--- config.mk ---
export PLATFORM = sky130hd
export DESIGN_NAME = slot_allocator_with_fifo_wait_queue
export DESIGN_NICKNAME = d
export VERILOG_FILES = /design/src/rtl/core/sawq_pkg.sv /design/src/rtl/core/slot_allocator_with_fifo_wait_queue.sv /design/src/rtl/core/sawq_slot_pool.sv /design/src/rtl/core/sawq_wait_queue.sv
export SDC_FILE = /design/constraint.sdc
export NUM_CORES = 1
export LEC_CHECK = 0
export BUFFER_PORTS_ARGS = -buffer_cell sky130_fd_sc_hd__buf_2
export CORE_MARGIN = 5
export CORE_UTILIZATION = 37
export CTS_CLUSTER_DIAMETER = 150
export CTS_CLUSTER_SIZE = 25
export DETAILED_ROUTE_END_ITERATION = 10
export PLACE_DENSITY_LB_ADDON = 0.05
export SKIP_CTS_REPAIR_TIMING = 1
export SLEW_MARGIN = 25
export SYNTH_ARGS = -nofsm -noshare
export SYNTH_HDL_FRONTEND = slang
export SYNTH_SLANG_ARGS = --single-unit
--- constraint.sdc ---
create_clock -name i_clk -period 4.4 [get_ports i_clk]
set_clock_uncertainty 0.2 [all_clocks]
set_input_delay 0.88 -clock i_clk [delete_from_list [all_inputs] [get_ports i_clk]]
set_output_delay 0.88 -clock i_clk [all_outputs]
set_load 0.02 [all_outputs]
--- src/rtl/core/sawq_pkg.sv ---
// shared types, widths and status codes of the slot allocator
// no dependencies
`default_nettype none

package sawq_pkg;

    localparam int DEF_MAX_SLOTS  = 16;
    localparam int DEF_WAIT_DEPTH = 16;
    localparam int INDEX_SPAN     = 16;

    localparam int CFG_W   = 5;
    localparam int IDX_W   = 4;
    localparam int ID_W    = 8;
    localparam int COUNT_W = 5;
    localparam int ST_W    = 3;

    localparam int S_DATA_W = 16;
    localparam int S_USER_W = 1;
    localparam int M_DATA_W = 24;
    localparam int M_USER_W = 3;

    localparam logic [CFG_W-1:0] CFG_RESET = 5'd10;

    localparam logic REQ_ARRIVAL = 1'b0;
    localparam logic REQ_RELEASE = 1'b1;

    localparam logic [ST_W-1:0] ST_GRANTED   = 3'd0;
    localparam logic [ST_W-1:0] ST_QUEUED    = 3'd1;
    localparam logic [ST_W-1:0] ST_REJECTED  = 3'd2;
    localparam logic [ST_W-1:0] ST_FREED     = 3'd3;
    localparam logic [ST_W-1:0] ST_REGRANTED = 3'd4;
    localparam logic [ST_W-1:0] ST_BAD_INDEX = 3'd5;

    typedef struct packed {
        logic             set;
        logic             clr;
        logic [IDX_W-1:0] idx;
    } t_pool_cmd;

    typedef struct packed {
        logic             found;
        logic [IDX_W-1:0] free_idx;
        logic             idx_ok;
    } t_pool_stat;

    typedef struct packed {
        logic push;
        logic pop;
    } t_queue_cmd;

    typedef struct packed {
        logic            empty;
        logic            full;
        logic [ID_W-1:0] head_id;
    } t_queue_stat;

endpackage

`default_nettype wire

--- src/rtl/core/slot_allocator_with_fifo_wait_queue.sv ---
// First-free slot allocator with a FIFO wait queue. Each request transaction
// (arrival or release) yields exactly one result transaction. Throughput is one
// request per clock while m_tready does not stall the result; a request passes
// through the input register, the single decision stage (priority encode over
// the slot flags, one queue pointer move) and then the result register. The queue
// needs no clearing pass after reset. slots_in_use may be written at any time
// the block is idle and takes effect on the next request.
// depends on sawq_pkg, sawq_slot_pool, sawq_wait_queue
`default_nettype none

module slot_allocator_with_fifo_wait_queue
    import sawq_pkg::*;
#(
    parameter int MAX_SLOTS  = DEF_MAX_SLOTS,
    parameter int WAIT_DEPTH = DEF_WAIT_DEPTH
) (
    input  wire logic                i_clk,
    input  wire logic                i_rst_n,
    input  wire logic                i_cfg_we,
    input  wire logic [CFG_W-1:0]    i_cfg_wdata,
    input  wire logic                s_tvalid,
    output      logic                s_tready,
    // requester_id [7:0], slot_index [11:8], zero fill [15:12]
    input  wire logic [S_DATA_W-1:0] s_tdata,
    // req_type [0]
    input  wire logic [S_USER_W-1:0] s_tuser,
    output      logic                m_tvalid,
    input  wire logic                m_tready,
    // granted_slot [3:0], granted_id [11:4], waiting_count [16:12], zero fill [23:17]
    output      logic [M_DATA_W-1:0] m_tdata,
    // status [2:0]
    output      logic [M_USER_W-1:0] m_tuser
);

    localparam int FILL_W = $clog2(WAIT_DEPTH + 1);

    logic [CFG_W-1:0]  r_slots_in_use;

    logic              r_in_valid;
    logic              r_req_type;
    logic [ID_W-1:0]   r_req_id;
    logic [IDX_W-1:0]  r_req_idx;

    logic              r_out_valid;
    logic [ST_W-1:0]   r_status;
    logic [IDX_W-1:0]  r_slot;
    logic [ID_W-1:0]   r_id;
    logic [COUNT_W-1:0] r_count;

    logic              w_fire;
    t_pool_cmd         w_pool_cmd;
    t_pool_stat        w_pool_stat;
    t_queue_cmd        w_queue_cmd;
    t_queue_stat       w_queue_stat;
    logic [FILL_W-1:0] w_fill;

    logic [ST_W-1:0]   n_status;
    logic [IDX_W-1:0]  n_slot;
    logic [ID_W-1:0]   n_id;
    logic [FILL_W-1:0] n_fill;

    assign w_fire   = r_in_valid && (!r_out_valid || m_tready);
    assign s_tready = !r_in_valid || w_fire;

    always_ff @(posedge i_clk) begin
        if (!i_rst_n) begin
            r_slots_in_use <= CFG_RESET;
        end else if (i_cfg_we) begin
            r_slots_in_use <= i_cfg_wdata;
        end
    end

    always_ff @(posedge i_clk) begin
        if (!i_rst_n) begin
            r_in_valid <= 1'b0;
        end else if (s_tready) begin
            r_in_valid <= s_tvalid;
        end
    end

    always_ff @(posedge i_clk) begin
        if (s_tvalid && s_tready) begin
            r_req_type <= s_tuser[0];
            r_req_id   <= s_tdata[7:0];
            r_req_idx  <= s_tdata[11:8];
        end
    end

    sawq_slot_pool #(
        .MAX_SLOTS (MAX_SLOTS)
    ) u_pool (
        .i_clk          (i_clk),
        .i_rst_n        (i_rst_n),
        .i_slots_in_use (r_slots_in_use),
        .i_rel_idx      (r_req_idx),
        .i_cmd          (w_pool_cmd),
        .o_stat         (w_pool_stat)
    );

    sawq_wait_queue #(
        .WAIT_DEPTH (WAIT_DEPTH),
        .FILL_W     (FILL_W)
    ) u_queue (
        .i_clk     (i_clk),
        .i_rst_n   (i_rst_n),
        .i_cmd     (w_queue_cmd),
        .i_push_id (r_req_id),
        .o_stat    (w_queue_stat),
        .o_fill    (w_fill)
    );

    always_comb begin
        w_pool_cmd  = '0;
        w_queue_cmd = '0;
        n_status    = ST_BAD_INDEX;
        n_slot      = '0;
        n_id        = '0;
        n_fill      = w_fill;
        if (r_req_type == REQ_ARRIVAL) begin
            n_id = r_req_id;
            if (w_queue_stat.empty && w_pool_stat.found) begin
                n_status       = ST_GRANTED;
                n_slot         = w_pool_stat.free_idx;
                w_pool_cmd.set = w_fire;
                w_pool_cmd.idx = w_pool_stat.free_idx;
            end else if (w_queue_stat.full) begin
                n_status = ST_REJECTED;
            end else begin
                n_status         = ST_QUEUED;
                w_queue_cmd.push = w_fire;
                n_fill           = w_fill + 1'b1;
            end
        end else begin
            n_slot         = r_req_idx;
            w_pool_cmd.idx = r_req_idx;
            if (!w_pool_stat.idx_ok) begin
                n_status = ST_BAD_INDEX;
            end else if (!w_queue_stat.empty) begin
                // head of the queue takes the released slot straight away
                n_status        = ST_REGRANTED;
                n_id            = w_queue_stat.head_id;
                w_pool_cmd.set  = w_fire;
                w_queue_cmd.pop = w_fire;
                n_fill          = w_fill - 1'b1;
            end else begin
                n_status       = ST_FREED;
                w_pool_cmd.clr = w_fire;
            end
        end
    end

    always_ff @(posedge i_clk) begin
        if (!i_rst_n) begin
            r_out_valid <= 1'b0;
        end else if (w_fire) begin
            r_out_valid <= 1'b1;
        end else if (m_tready) begin
            r_out_valid <= 1'b0;
        end
    end

    always_ff @(posedge i_clk) begin
        if (w_fire) begin
            r_status <= n_status;
            r_slot   <= n_slot;
            r_id     <= n_id;
            r_count  <= COUNT_W'(n_fill);
        end
    end

    assign m_tvalid = r_out_valid;
    assign m_tuser  = r_status;
    assign m_tdata  = {{(M_DATA_W - COUNT_W - ID_W - IDX_W){1'b0}}, r_count, r_id, r_slot};

endmodule

`default_nettype wire

--- src/rtl/core/sawq_slot_pool.sv ---
// slot busy flags and lowest-free-slot priority encoder
// depends on sawq_pkg
`default_nettype none

module sawq_slot_pool
    import sawq_pkg::*;
#(
    parameter int MAX_SLOTS = DEF_MAX_SLOTS
) (
    input  wire logic             i_clk,
    input  wire logic             i_rst_n,
    input  wire logic [CFG_W-1:0] i_slots_in_use,
    input  wire logic [IDX_W-1:0] i_rel_idx,
    input  wire t_pool_cmd        i_cmd,
    output      t_pool_stat       o_stat
);

    // only the first INDEX_SPAN slots are reachable by a 4-bit index
    localparam int NSLOT = (MAX_SLOTS < INDEX_SPAN) ? MAX_SLOTS : INDEX_SPAN;
    localparam logic [CFG_W-1:0] NSLOT_C = CFG_W'(NSLOT);

    logic [NSLOT-1:0] r_busy;
    logic [CFG_W-1:0] w_active;
    logic [NSLOT-1:0] w_avail;

    assign w_active = (i_slots_in_use > NSLOT_C) ? NSLOT_C : i_slots_in_use;

    always_comb begin
        for (int i = 0; i < NSLOT; i++) begin
            w_avail[i] = !r_busy[i] && (CFG_W'(i) < w_active);
        end
    end

    always_comb begin
        o_stat.found    = |w_avail;
        o_stat.free_idx = '0;
        // scan down so the lowest free slot wins
        for (int i = NSLOT - 1; i >= 0; i--) begin
            if (w_avail[i]) begin
                o_stat.free_idx = IDX_W'(i);
            end
        end
        o_stat.idx_ok = {1'b0, i_rel_idx} < w_active;
    end

    always_ff @(posedge i_clk) begin
        if (!i_rst_n) begin
            r_busy <= '0;
        end else begin
            for (int i = 0; i < NSLOT; i++) begin
                if (i_cmd.set && i_cmd.idx == IDX_W'(i)) begin
                    r_busy[i] <= 1'b1;
                end else if (i_cmd.clr && i_cmd.idx == IDX_W'(i)) begin
                    r_busy[i] <= 1'b0;
                end
            end
        end
    end

endmodule

`default_nettype wire

--- src/rtl/core/sawq_wait_queue.sv ---
// circular fifo of waiting requester ids with a prefetched head entry
// depends on sawq_pkg
`default_nettype none

module sawq_wait_queue
    import sawq_pkg::*;
#(
    parameter int WAIT_DEPTH = DEF_WAIT_DEPTH,
    parameter int FILL_W     = $clog2(WAIT_DEPTH + 1)
) (
    input  wire logic              i_clk,
    input  wire logic              i_rst_n,
    input  wire t_queue_cmd        i_cmd,
    input  wire logic [ID_W-1:0]   i_push_id,
    output      t_queue_stat       o_stat,
    output      logic [FILL_W-1:0] o_fill
);

    localparam int AW = $clog2(WAIT_DEPTH);
    localparam logic [AW-1:0]     LAST_PTR = AW'(WAIT_DEPTH - 1);
    localparam logic [FILL_W-1:0] DEPTH_C  = FILL_W'(WAIT_DEPTH);

    logic [ID_W-1:0]   r_mem [WAIT_DEPTH];
    logic [AW-1:0]     r_head;
    logic [AW-1:0]     r_tail;
    logic [FILL_W-1:0] r_fill;
    logic [ID_W-1:0]   r_head_id;

    logic [AW-1:0]     n_head;
    logic [AW-1:0]     n_tail;
    logic [FILL_W-1:0] n_fill;

    always_comb begin
        n_head = r_head;
        n_tail = r_tail;
        n_fill = r_fill;
        if (i_cmd.pop) begin
            n_head = (r_head == LAST_PTR) ? '0 : r_head + 1'b1;
            n_fill = r_fill - 1'b1;
        end else if (i_cmd.push) begin
            n_tail = (r_tail == LAST_PTR) ? '0 : r_tail + 1'b1;
            n_fill = r_fill + 1'b1;
        end
    end

    always_ff @(posedge i_clk) begin
        if (!i_rst_n) begin
            r_head <= '0;
            r_tail <= '0;
            r_fill <= '0;
        end else begin
            r_head <= n_head;
            r_tail <= n_tail;
            r_fill <= n_fill;
        end
    end

    // head entry is prefetched into a register from the next head pointer; a push into an empty queue bypasses
    always_ff @(posedge i_clk) begin
        if (i_cmd.push) begin
            r_mem[r_tail] <= i_push_id;
        end
        if (i_cmd.push && r_tail == n_head) begin
            r_head_id <= i_push_id;
        end else begin
            r_head_id <= r_mem[n_head];
        end
    end

    assign o_stat.empty   = (r_fill == '0);
    assign o_stat.full    = (r_fill >= DEPTH_C);
    assign o_stat.head_id = r_head_id;
    assign o_fill         = r_fill;

endmodule

`default_nettype wire

# Word level (Yosys, flattened, before mapping)
# Memory sizes are Yosys's and may differ from the RTL's. A register that Yosys moved wholly into a read port is not among the register bits.
# Index checks and enable logic that the tools add are counted.
# op_classes
mul,0
div_mod_pow,0
addsub,4
eq_ne,17
bitwise,1
muxes,84
n_reduce_logical,93
shifts,0
n_lt_le_gt_ge,19
# ops
op,n
4-bit two-way mux,21
1-bit logical AND,51
1-bit two-way mux,46
4-bit equality test (second input constant),10
4-bit by 5-bit less-than comparator with 1-bit output (first input constant),8
5-bit two-way mux,8
2-bit nonzero test,18
8-bit two-way mux,3
3-bit by 5-bit less-than comparator with 1-bit output (first input constant),4
1-bit zero test,18
4-bit by 3-bit equality test with 1-bit output (second input constant),4
16-bit OR reduction,1
1-bit by 5-bit less-than comparator with 1-bit output (first input constant),2
2-bit by 5-bit less-than comparator with 1-bit output (first input constant),2
3-bit two-way mux,3
4-bit by 1-bit adder with 4-bit output (second input constant),2
4-bit by 2-bit equality test with 1-bit output (second input constant),2
2-bit two-way mux,3
5-bit by 1-bit adder with 5-bit output (second input constant),1
5-bit >= comparator (second input constant),1
5-bit greater-than comparator (second input constant),1
5-bit zero test,1
4-bit by 5-bit less-than comparator with 1-bit output,1
5-bit by 1-bit subtractor with 5-bit output (second input constant),1
5 further kinds,6
# word_totals
ramBits,128
rom_bits,0
n_memories,1
out_inout_bits,29
register_bits,69
elab_cells,248
inputBits,27
latchBits,0
# memory_table
name,words,width,read_ports,rd_clocked_by_memory_dff,wr,line,text
u_queue.r_mem,16,8,1,1,1,sawq_wait_queue.sv:23,logic [ID_W-1:0] r_mem [WAIT_DEPTH];

# Depth between registers and ports, before layout
# Gate-level depths: netlist of the first run.
# depth
word_depth,26
depth_mapped,13
mapped_depth_nobuf,10

# Hierarchy
# From an unflattened synthesis of the first run, not the netlist that was laid out.
# hier_totals
hier_cells,624
area_unflattened_um2,8814.7
# by_module_without_submodules
mod,area_each_um2,cells_each,seq_area_each_um2,instances
sawq_wait_queue,5829.3,312,4184.0,1
slot_allocator_with_fifo_wait_queue,1774.2,148,1131.1,1
sawq_slot_pool,1211.2,164,320.3,1

# Worst setup path after synthesis of the first run
# No wires, ideal clock.
# synth_path
path_type,register -> register
startpoint,register r_slots_in_use[4]
endpoint,memory u_queue.r_mem[3][0] (enable)
path_stages_with_launch,9
required_ps,3817
period_less_slack_ps,2936
setup_time_ps,383
arrival_time_ps,2353
path_buffers,1
setup_slack_ps,1464
path_cell_list,dfxtp_1 buf_6 nor3_2 o21ai_1 a2111oi_4 a41oi_2 nor3_4 nand2_1 nor3_1
# synth_via
elab_chain_cells,10
elab_cells_between_ends,40
classes_between,order compare (17); mux (5); reduce/logical (18)
# synth_lines
element,line,text
from (decl),slot_allocator_with_fifo_wait_queue.sv:37,logic [CFG_W-1:0] r_slots_in_use;
from (signal assigned),slot_allocator_with_fifo_wait_queue.sv:69,r_slots_in_use <= i_cfg_wdata;
5-bit greater-than comparator,sawq_slot_pool.sv:26,assign w_active = (i_slots_in_use > NSLOT_C) ? NSLOT_C : i_slots_in_use;
5-bit two-way mux (*),sawq_slot_pool.sv:26,
"1-bit by 5-bit less-than comparator with 1-bit output, or another cell as far along",sawq_slot_pool.sv:30,w_avail[i] = !r_busy[i] && (CFG_W'(i) < w_active);
1-bit logical AND,sawq_slot_pool.sv:30,
16-bit OR reduction (*),sawq_slot_pool.sv:35,o_stat.found = |w_avail;
1-bit logical AND (*),slot_allocator_with_fifo_wait_queue.sv:121,if (w_queue_stat.empty && w_pool_stat.found) begin
1-bit two-way mux (*),slot_allocator_with_fifo_wait_queue.sv:121,
1-bit two-way mux (*),slot_allocator_with_fifo_wait_queue.sv:119,if (r_req_type == REQ_ARRIVAL) begin
1-bit two-way mux (*),sawq_wait_queue.sv:60,if (i_cmd.push) begin
1-bit two-way mux (not written as such) (*),sawq_wait_queue.sv:61,r_mem[r_tail] <= i_push_id;
to (decl),sawq_wait_queue.sv:23,
# Mark *: on every way between the ends. The rest lies on a longest branch, timed or not.

# Worst setup path in the final report of the first run
# layout_path
startpoint,register r_slots_in_use[3]
endpoint,memory u_queue.r_mem[3][5] (enable)
# Same word-level chain as after synthesis.

==> metrics.md, run 1 <==
| Metric | Value |
|---|---|
| Outcome | `complete, no violations` |
| Initial Utilization | `37.7%` |
| Reg2reg path depth | `8` |
| Clk Latency, worst-skew pair | `460 ps` |
| Number of flops mapped to enable cells by yosys | `161` |
| H-tree depth | `1` |
| Worst Path Buf+Inv | `1` |
| Total grt overflow | `0` |
| Pre-antenna DRT Iters | `5` |
| Fill cells | `2,213` |
| CP max FO | `21` |
| Setup TNS | `0 ps` |
| Final-report setup violation count | `0` |
| Final HPWL DP | `13.5 mm` |
| Yosys cell types | `70` |
| Ratio of cells with drive above 1 in the final layout | `21.6%` |
| Area of the multi-input gates | `0.00299 mm2` |
| Vias in the first global route | `5,180` |
| Worst r2r src | `r_slots_in_use[3]$_SDFFE_PN1P_` |
| Critical path class | `flop to flop` |
| CTS tree | `built` |
| Avg Inst Size Synth | `15.0 um2` |
| Total CTS buffers | `12` |
| Avg Vias per Cell | `5.38` |
| Die W | `165 um` |
| Max_slew headroom | `35.8%` |
| Routed length per instance | `20.6 um` |
| R2r setup slk | `850 ps` |
| Setup crit start kind | `flop` |
| Maximum VDD drop | `0.000351 V` |
| DRT iter0 DRCs | `350` |
| Max Clock Freq | `282 MHz` |
| Global-route wire length before repair | `30.6 mm` |
| Commonest non-fill, non-tap cells in the layout | `edfxtp_1, nand2_1, buf_2` |
| Die ar. | `0.0273 mm2` |
| Final Cycle Share | `80.6%` |
| Crit path DAT | `3530 ps` |
| Final instance area | `0.00977 mm2` |
| Area Growth Syn to Fin | `9.73%` |
| Placed instance area | `0.00940 mm2` |
| Tmin final | `3550 ps` |
| Sinks on Clock Net | `201` |
| Port bufs | `44` |
| Critical path depth | `8` |
| # diodes | `0` |
| Static Leak | `3.25 nW` |
| Most used flip-flop cell after synthesis | `edfxtp_1` |
| Die Y | `165 um` |
| Max-Cap Viols | `0` |
| Drt total wl | `19.5 mm` |
| CP endpoint | `u_queue.r_mem[3][5]$_DFFE_PP_` |
| Reg clk slew, reported paths | `100 ps` |
| DRC Markers | `0` |
| Worst path max stage delay | `570 ps` |
| Seq cells post-synth | `201` |
| Routability cong. | `0.841` |
| Sequential fraction of the synthesis area | `63.3%` |
| Antenna violations before repair | `0` |
| Post-synth top area share | `54.3%` |
| Register area | `0.00564 mm2` |
| Row cnt | `56` |
| Most common cell after layout, fill and taps aside | `edfxtp_1` |
| Largest area contributor in the netlist | `edfxtp_1` |
| Hold Path Stages | `2` |
| Fin. Hold Viols | `0` |
| CP delay by family, top | `simple AND/OR/NAND/NOR gates` |
| Core footprint | `0.0236 mm2` |
| Async SR Flop Fraction | `0%` |
| CP required | `4390 ps` |
| Area contributors post-synth | `edfxtp_1, mux4_2, dfxtp_1` |
| Pins over their slew limit | `0` |
| P per Cell Area | `355 mW/mm2` |
| Global Route Usage Sum | `14.5%` |
| Hold Crit Class | `flop to flop` |
| Fin nets | `661` |
| Unrepaired setup endpoints after global routing | `false` |
| Routed vias | `5,102` |
| Critical-path top delay cell | `nor3_4` |
| R2R Path End | `u_queue.r_mem[3][5]$_DFFE_PP_` |
| Synthesized area | `0.00891 mm2` |
| CP Capture Type | `flop` |
| Largest net degree at the start of global routing | `33` |
| CP cell instances | `and3_1 > a32o_1 > a2111oi_4 > a41oi_2 > nor3_4 > nand2_1 > nor3_1 > buf_4` |
| YS warnings | `0` |
| Clock root buffer | `clkbuf_16` |
| Max Buffers Root-to-Sink | `3` |
| Antenna Violating Nets Remaining | `0` |
| Crit path from | `r_slots_in_use[3]$_SDFFE_PN1P_` |
| Cells after Synth | `593` |
| Ports | `56` |
| Finished Core Util | `41.4%` |
| Least-Margin Pin Slew | `962 ps` |
## power by group
part / total (W) / leakage (nW) / switching [W] / internal (W)
sequential: 0.00211 / 1.79 / 0.0000373 / 0.00207
combinational: 0.000167 / 1.28 / 0.000112 / 0.0000549
clock: 0.00119 / 0.179 / 0.000630 / 0.000565
## worst min-delay path by stage
stage	start	to	slack [ps]
after global placement	u_pool.r_busy[9]$_SDFFE_PN0P_	u_pool.r_busy[9]$_SDFFE_PN0P_	280
after floorplan	u_pool.r_busy[3]$_SDFFE_PN0P_	u_pool.r_busy[3]$_SDFFE_PN0P_	240
after global routing	u_pool.r_busy[1]$_SDFFE_PN0P_	u_pool.r_busy[1]$_SDFFE_PN0P_	310
after detailed placement	u_pool.r_busy[15]$_SDFFE_PN0P_	u_pool.r_busy[15]$_SDFFE_PN0P_	280
after CTS	u_pool.r_busy[15]$_SDFFE_PN0P_	u_pool.r_busy[15]$_SDFFE_PN0P_	290
final	u_pool.r_busy[15]$_SDFFE_PN0P_	u_pool.r_busy[15]$_SDFFE_PN0P_	290
## cell usage after synthesis (3+ instances only)
cell type  number
buf_6           4
ha_1           10
buf_4          10
buf_2          10
a22o_1         10
dfxtp_1        40
o21ai_0        10
o21bai_1        3
and2_1         11
mux2i_1        10
a21oi_1        14
a21o_1          3
nand3_1        11
and3_1         17
o21a_1          5
o21ai_1         8
o211a_1         3
mux2_2          3
a32o_1          4
o211ai_2        3
a211oi_1        9
mux4_2         40
nor2b_1         6
inv_1          13
nand2b_1        8
nor2_1         25
nand2_1        44
clkbuf_1       17
edfxtp_1      161
o32ai_1        17
nor3_1          4
a2111oi_4       3
nor4_1          8
## worst reg2reg max path: cells and delay by family (launching register included)
kind,cells,cell delay [ps]
simple gates,4,1300
compound gates,3,1020
flops,1,500
buf+inv,1,240
## cell families after synthesis
group	synth area share [%]
adders and majority gates	1.40
and+or+nand+nor	9.14
other	0.0421
AOI/OAI and AO/OA	10.9
muxes	11.6
xor gates and xnor gates	0.197
buffers and inverters	3.44
DFF	63.3
## stage by stage
step | hold slack [ps] | setup slack [ps] | cells | power, W
after floorplan | 240 | 1460 | 599 | 0.00226
after global placement | 279 | 914 | 929 | 0.00232
after detailed placement | 279 | 866 | 929 | 0.00232
after CTS | 295 | 848 | 949 | 0.00352
after global routing | 313 | 563 | 949 | 0.00361
final | 294 | 854 | 949 | 0.00347
## per-layer routing
layer | track usage (%) | wire (um) | vias to the layer above
li1 | - | - | 2388
met1 | 22.3 | 9780 | 2566
met2 | 21.9 | 8560 | 128
met3 | 2.28 | 908 | 20
met4 | 2.68 | 282 | 0
met5 | 0 | 0 | -
## registers in the layout, indices dropped and copies added, names as in the netlist, 4 cells and up, named ones only
name / count
u_pool.r_busy: 16
u_queue.r_mem: 128
r_req_idx: 4
u_queue.r_tail: 4
r_slots_in_use: 5
u_queue.o_fill: 5
r_slot: 4
r_count: 5
r_id: 8
u_queue.r_head: 4
r_req_id: 8
## final cells by class
| cell class | instances | share of cell area, % |
|---|---|---|
| sequential | 201 | 57.7 |
| inverter | 17 | 0.666 |
| multi-input combinational | 338 | 30.6 |
| clock buffer | 19 | 3.56 |
| timing repair buffer | 54 | 3.15 |
| tap | 319 | 4.08 |
| clock inverter | 1 | 0.307 |
(Power assumes the default switching activity.)
==> run 2: changes to the inputs <==
==> constraint.sdc (replaced) <==
create_clock -name i_clk -period 2.9 [get_ports i_clk]
set_clock_uncertainty 0.2 [all_clocks]
set_input_delay 0.58 -clock i_clk [delete_from_list [all_inputs] [get_ports i_clk]]
set_output_delay 0.58 -clock i_clk [all_outputs]
set_load 0.02 [all_outputs]
==> metrics.md, run 2 (synthesis gave the netlist of run 1 again) <==
| Metric | Value |
|---|---|
| DRT iter0 DRCs | `358` |
| CTS tree | `built` |
| CP Capture Type | `flop` |
| Worst r2r src | `r_slots_in_use[4]$_SDFFE_PN0P_` |
| Most numerous cell on the critical path | `buf_6` |
| Pins over their slew limit | `0` |
| Die ar. | `0.0273 mm2` |
| Setup TNS | `0 ps` |
| Final HPWL DP | `14.2 mm` |
| Routability cong. | `0.808` |
| Reg clk slew, reported paths | `110 ps` |
| Max_slew headroom | `45.7%` |
| Most common cell after layout, fill and taps aside | `edfxtp_1` |
| Unrepaired setup endpoints after global routing | `true` |
| Clock root buffer | `clkbuf_16` |
| Critical-path top delay cell | `a2111oi_4` |
| Max Buffers Root-to-Sink | `3` |
| Biggest regs | `u_queue.r_mem: 128 flops, u_pool.r_busy: 16 flops` |
| Top reg by flops | `u_queue.r_mem` |
| Total CTS buffers | `12` |
| P per Cell Area | `506 mW/mm2` |
| Critical path class | `flop to flop` |
| Die W | `165 um` |
| Ratio of cells with drive above 1 in the final layout | `31.9%` |
| Fin nets | `712` |
| Die Y | `165 um` |
| H-tree depth | `1` |
| R2R Path End | `u_queue.r_mem[2][1]$_DFFE_PP_` |
| Fin. Hold Viols | `0` |
| # diodes | `0` |
| CP required | `2890 ps` |
| Drt total wl | `20.6 mm` |
| Max Clock Freq | `348 MHz` |
| Dpl ws | `8.17 ps` |
| Core footprint | `0.0236 mm2` |
| Final setup margin | `27.9 ps` |
| Total grt overflow | `0` |
| Worst path max stage delay | `390 ps` |
| Antenna Violating Nets Remaining | `0` |
| Clk Latency, worst-skew pair | `480 ps` |
| Setup crit start kind | `flop` |
| Largest net degree at the start of global routing | `33` |
| Area Growth Syn to Fin | `18.6%` |
| Sinks on Clock Net | `201` |
| Least-Margin Pin Slew | `810 ps` |
| CP max FO | `8` |
| Worst Hold Launch | `s_tdata[9]` |
| DRC Markers | `0` |
| Max reg flops | `128` |
| CP cell instances | `buf_6 > buf_4 > a32o_2 > a2111oi_4 > a41oi_2 > nor3_4 > buf_6 > clkbuf_16 > and3_4 > buf_12` |
| R2r setup slk | `30 ps` |
| Hold Crit Class | `input port to flop` |
| Avg Vias per Cell | `5.33` |
| Maximum VDD drop | `0.000476 V` |
| Row cnt | `56` |
| Outcome | `complete, no violations` |
| Global-route wire length before repair | `31.4 mm` |
| Tmin final | `2870 ps` |
| Vias in the first global route | `5,346` |
| Pre-antenna DRT Iters | `5` |
| Port bufs | `44` |
| Commonest non-fill, non-tap cells in the layout | `edfxtp_1, buf_2, nand2_1` |
| Antenna violations before repair | `0` |
| Hold Path Stages | `1` |
| Hold Path End | `r_req_idx[1]$_DFFE_PP_` |
| Global Route Usage Sum | `15.0%` |
| Routed length per instance | `20.6 um` |
| Static Leak | `3.57 nW` |
| Ports | `56` |
| Initial Utilization | `37.7%` |
| Final total power | `0.00535 W` |
| Max-Cap Viols | `0` |
| Final-report setup violation count | `0` |
| Crit path DAT | `2860 ps` |
| Routed vias | `5,331` |
| Reg2reg path depth | `10` |
| Final Cycle Share | `99.0%` |
## run 2: worst max path at each step
| stage | from | end | slack [ps] | depth (start not counted) |
|---|---|---|---|---|
| after global routing | r_slots_in_use[4]$_SDFFE_PN0P_ | u_pool.r_busy[15]$_SDFFE_PN0P_ | -90 | 11 |
| after floorplan | r_slots_in_use[4]$_SDFFE_PN0P_ | u_queue.r_head[0]$_SDFF_PN0_ | 50 | 11 |
| final | r_slots_in_use[4]$_SDFFE_PN0P_ | u_queue.r_mem[2][1]$_DFFE_PP_ | 30 | 10 |
| after global placement | r_slots_in_use[2]$_SDFFE_PN0P_ | u_queue.r_mem[10][6]$_DFFE_PP_ | -9 | 9 |
| after CTS | r_slots_in_use[2]$_SDFFE_PN0P_ | u_queue.r_mem[1][1]$_DFFE_PP_ | -30 | 9 |
| after detailed placement | r_slots_in_use[2]$_SDFFE_PN0P_ | u_queue.r_mem[10][6]$_DFFE_PP_ | 8 | 9 |
## run 2: layout make-up
cell class              count  area (um2)
fillers                  2140       13100
flip-flops and latches    201        5640
multi-input cells         338        3120
repair buffers            105         948
well taps                 319         399
clock buffers              18         344
inverters                  17        65.1
clock inverters             2        47.5
## run 2: where the power goes
part | leakage, nW | switching (W) | internal [W]
Clock | 0.190 | 0.000950 | 0.000897
Sequential | 1.79 | 0.0000485 | 0.00314
Combinational | 1.58 | 0.000193 | 0.000117
Total | 3.57 | 0.00119 | 0.00416
## run 2: critical path: cells and delay by family, from the launching register on
family / cells / cell delay [ps]
AND/OR/NAND/NOR: 2 / 410
flip-flops: 1 / 380
buffers and inverters: 5 / 720
AO/OA/AOI/OAI: 3 / 870
## run 2: metrics by stage
stage          std cells  hold WS [ps]  area, um2  utilization [%]
6_report            1000          70.5      10600             44.7
5_1_grt             1000          46.3      10600             44.7
4_1_cts              990          51.4      10300             43.7
3_5_place_dp         970           280       9930             42.1
3_3_place_gp         970           279       9930             42.1
2_1_floorplan        599           240       8930                -
## run 2: layer usage
| layer | track usage, % | part of all wire (%) |
|---|---|---|
| met1 | 23.3 | 49 |
| met2 | 22.9 | 46 |
| met3 | 1.91 | 3.5 |
| met4 | 2.27 | 1.3 |
| met5 | 0 | 0 |
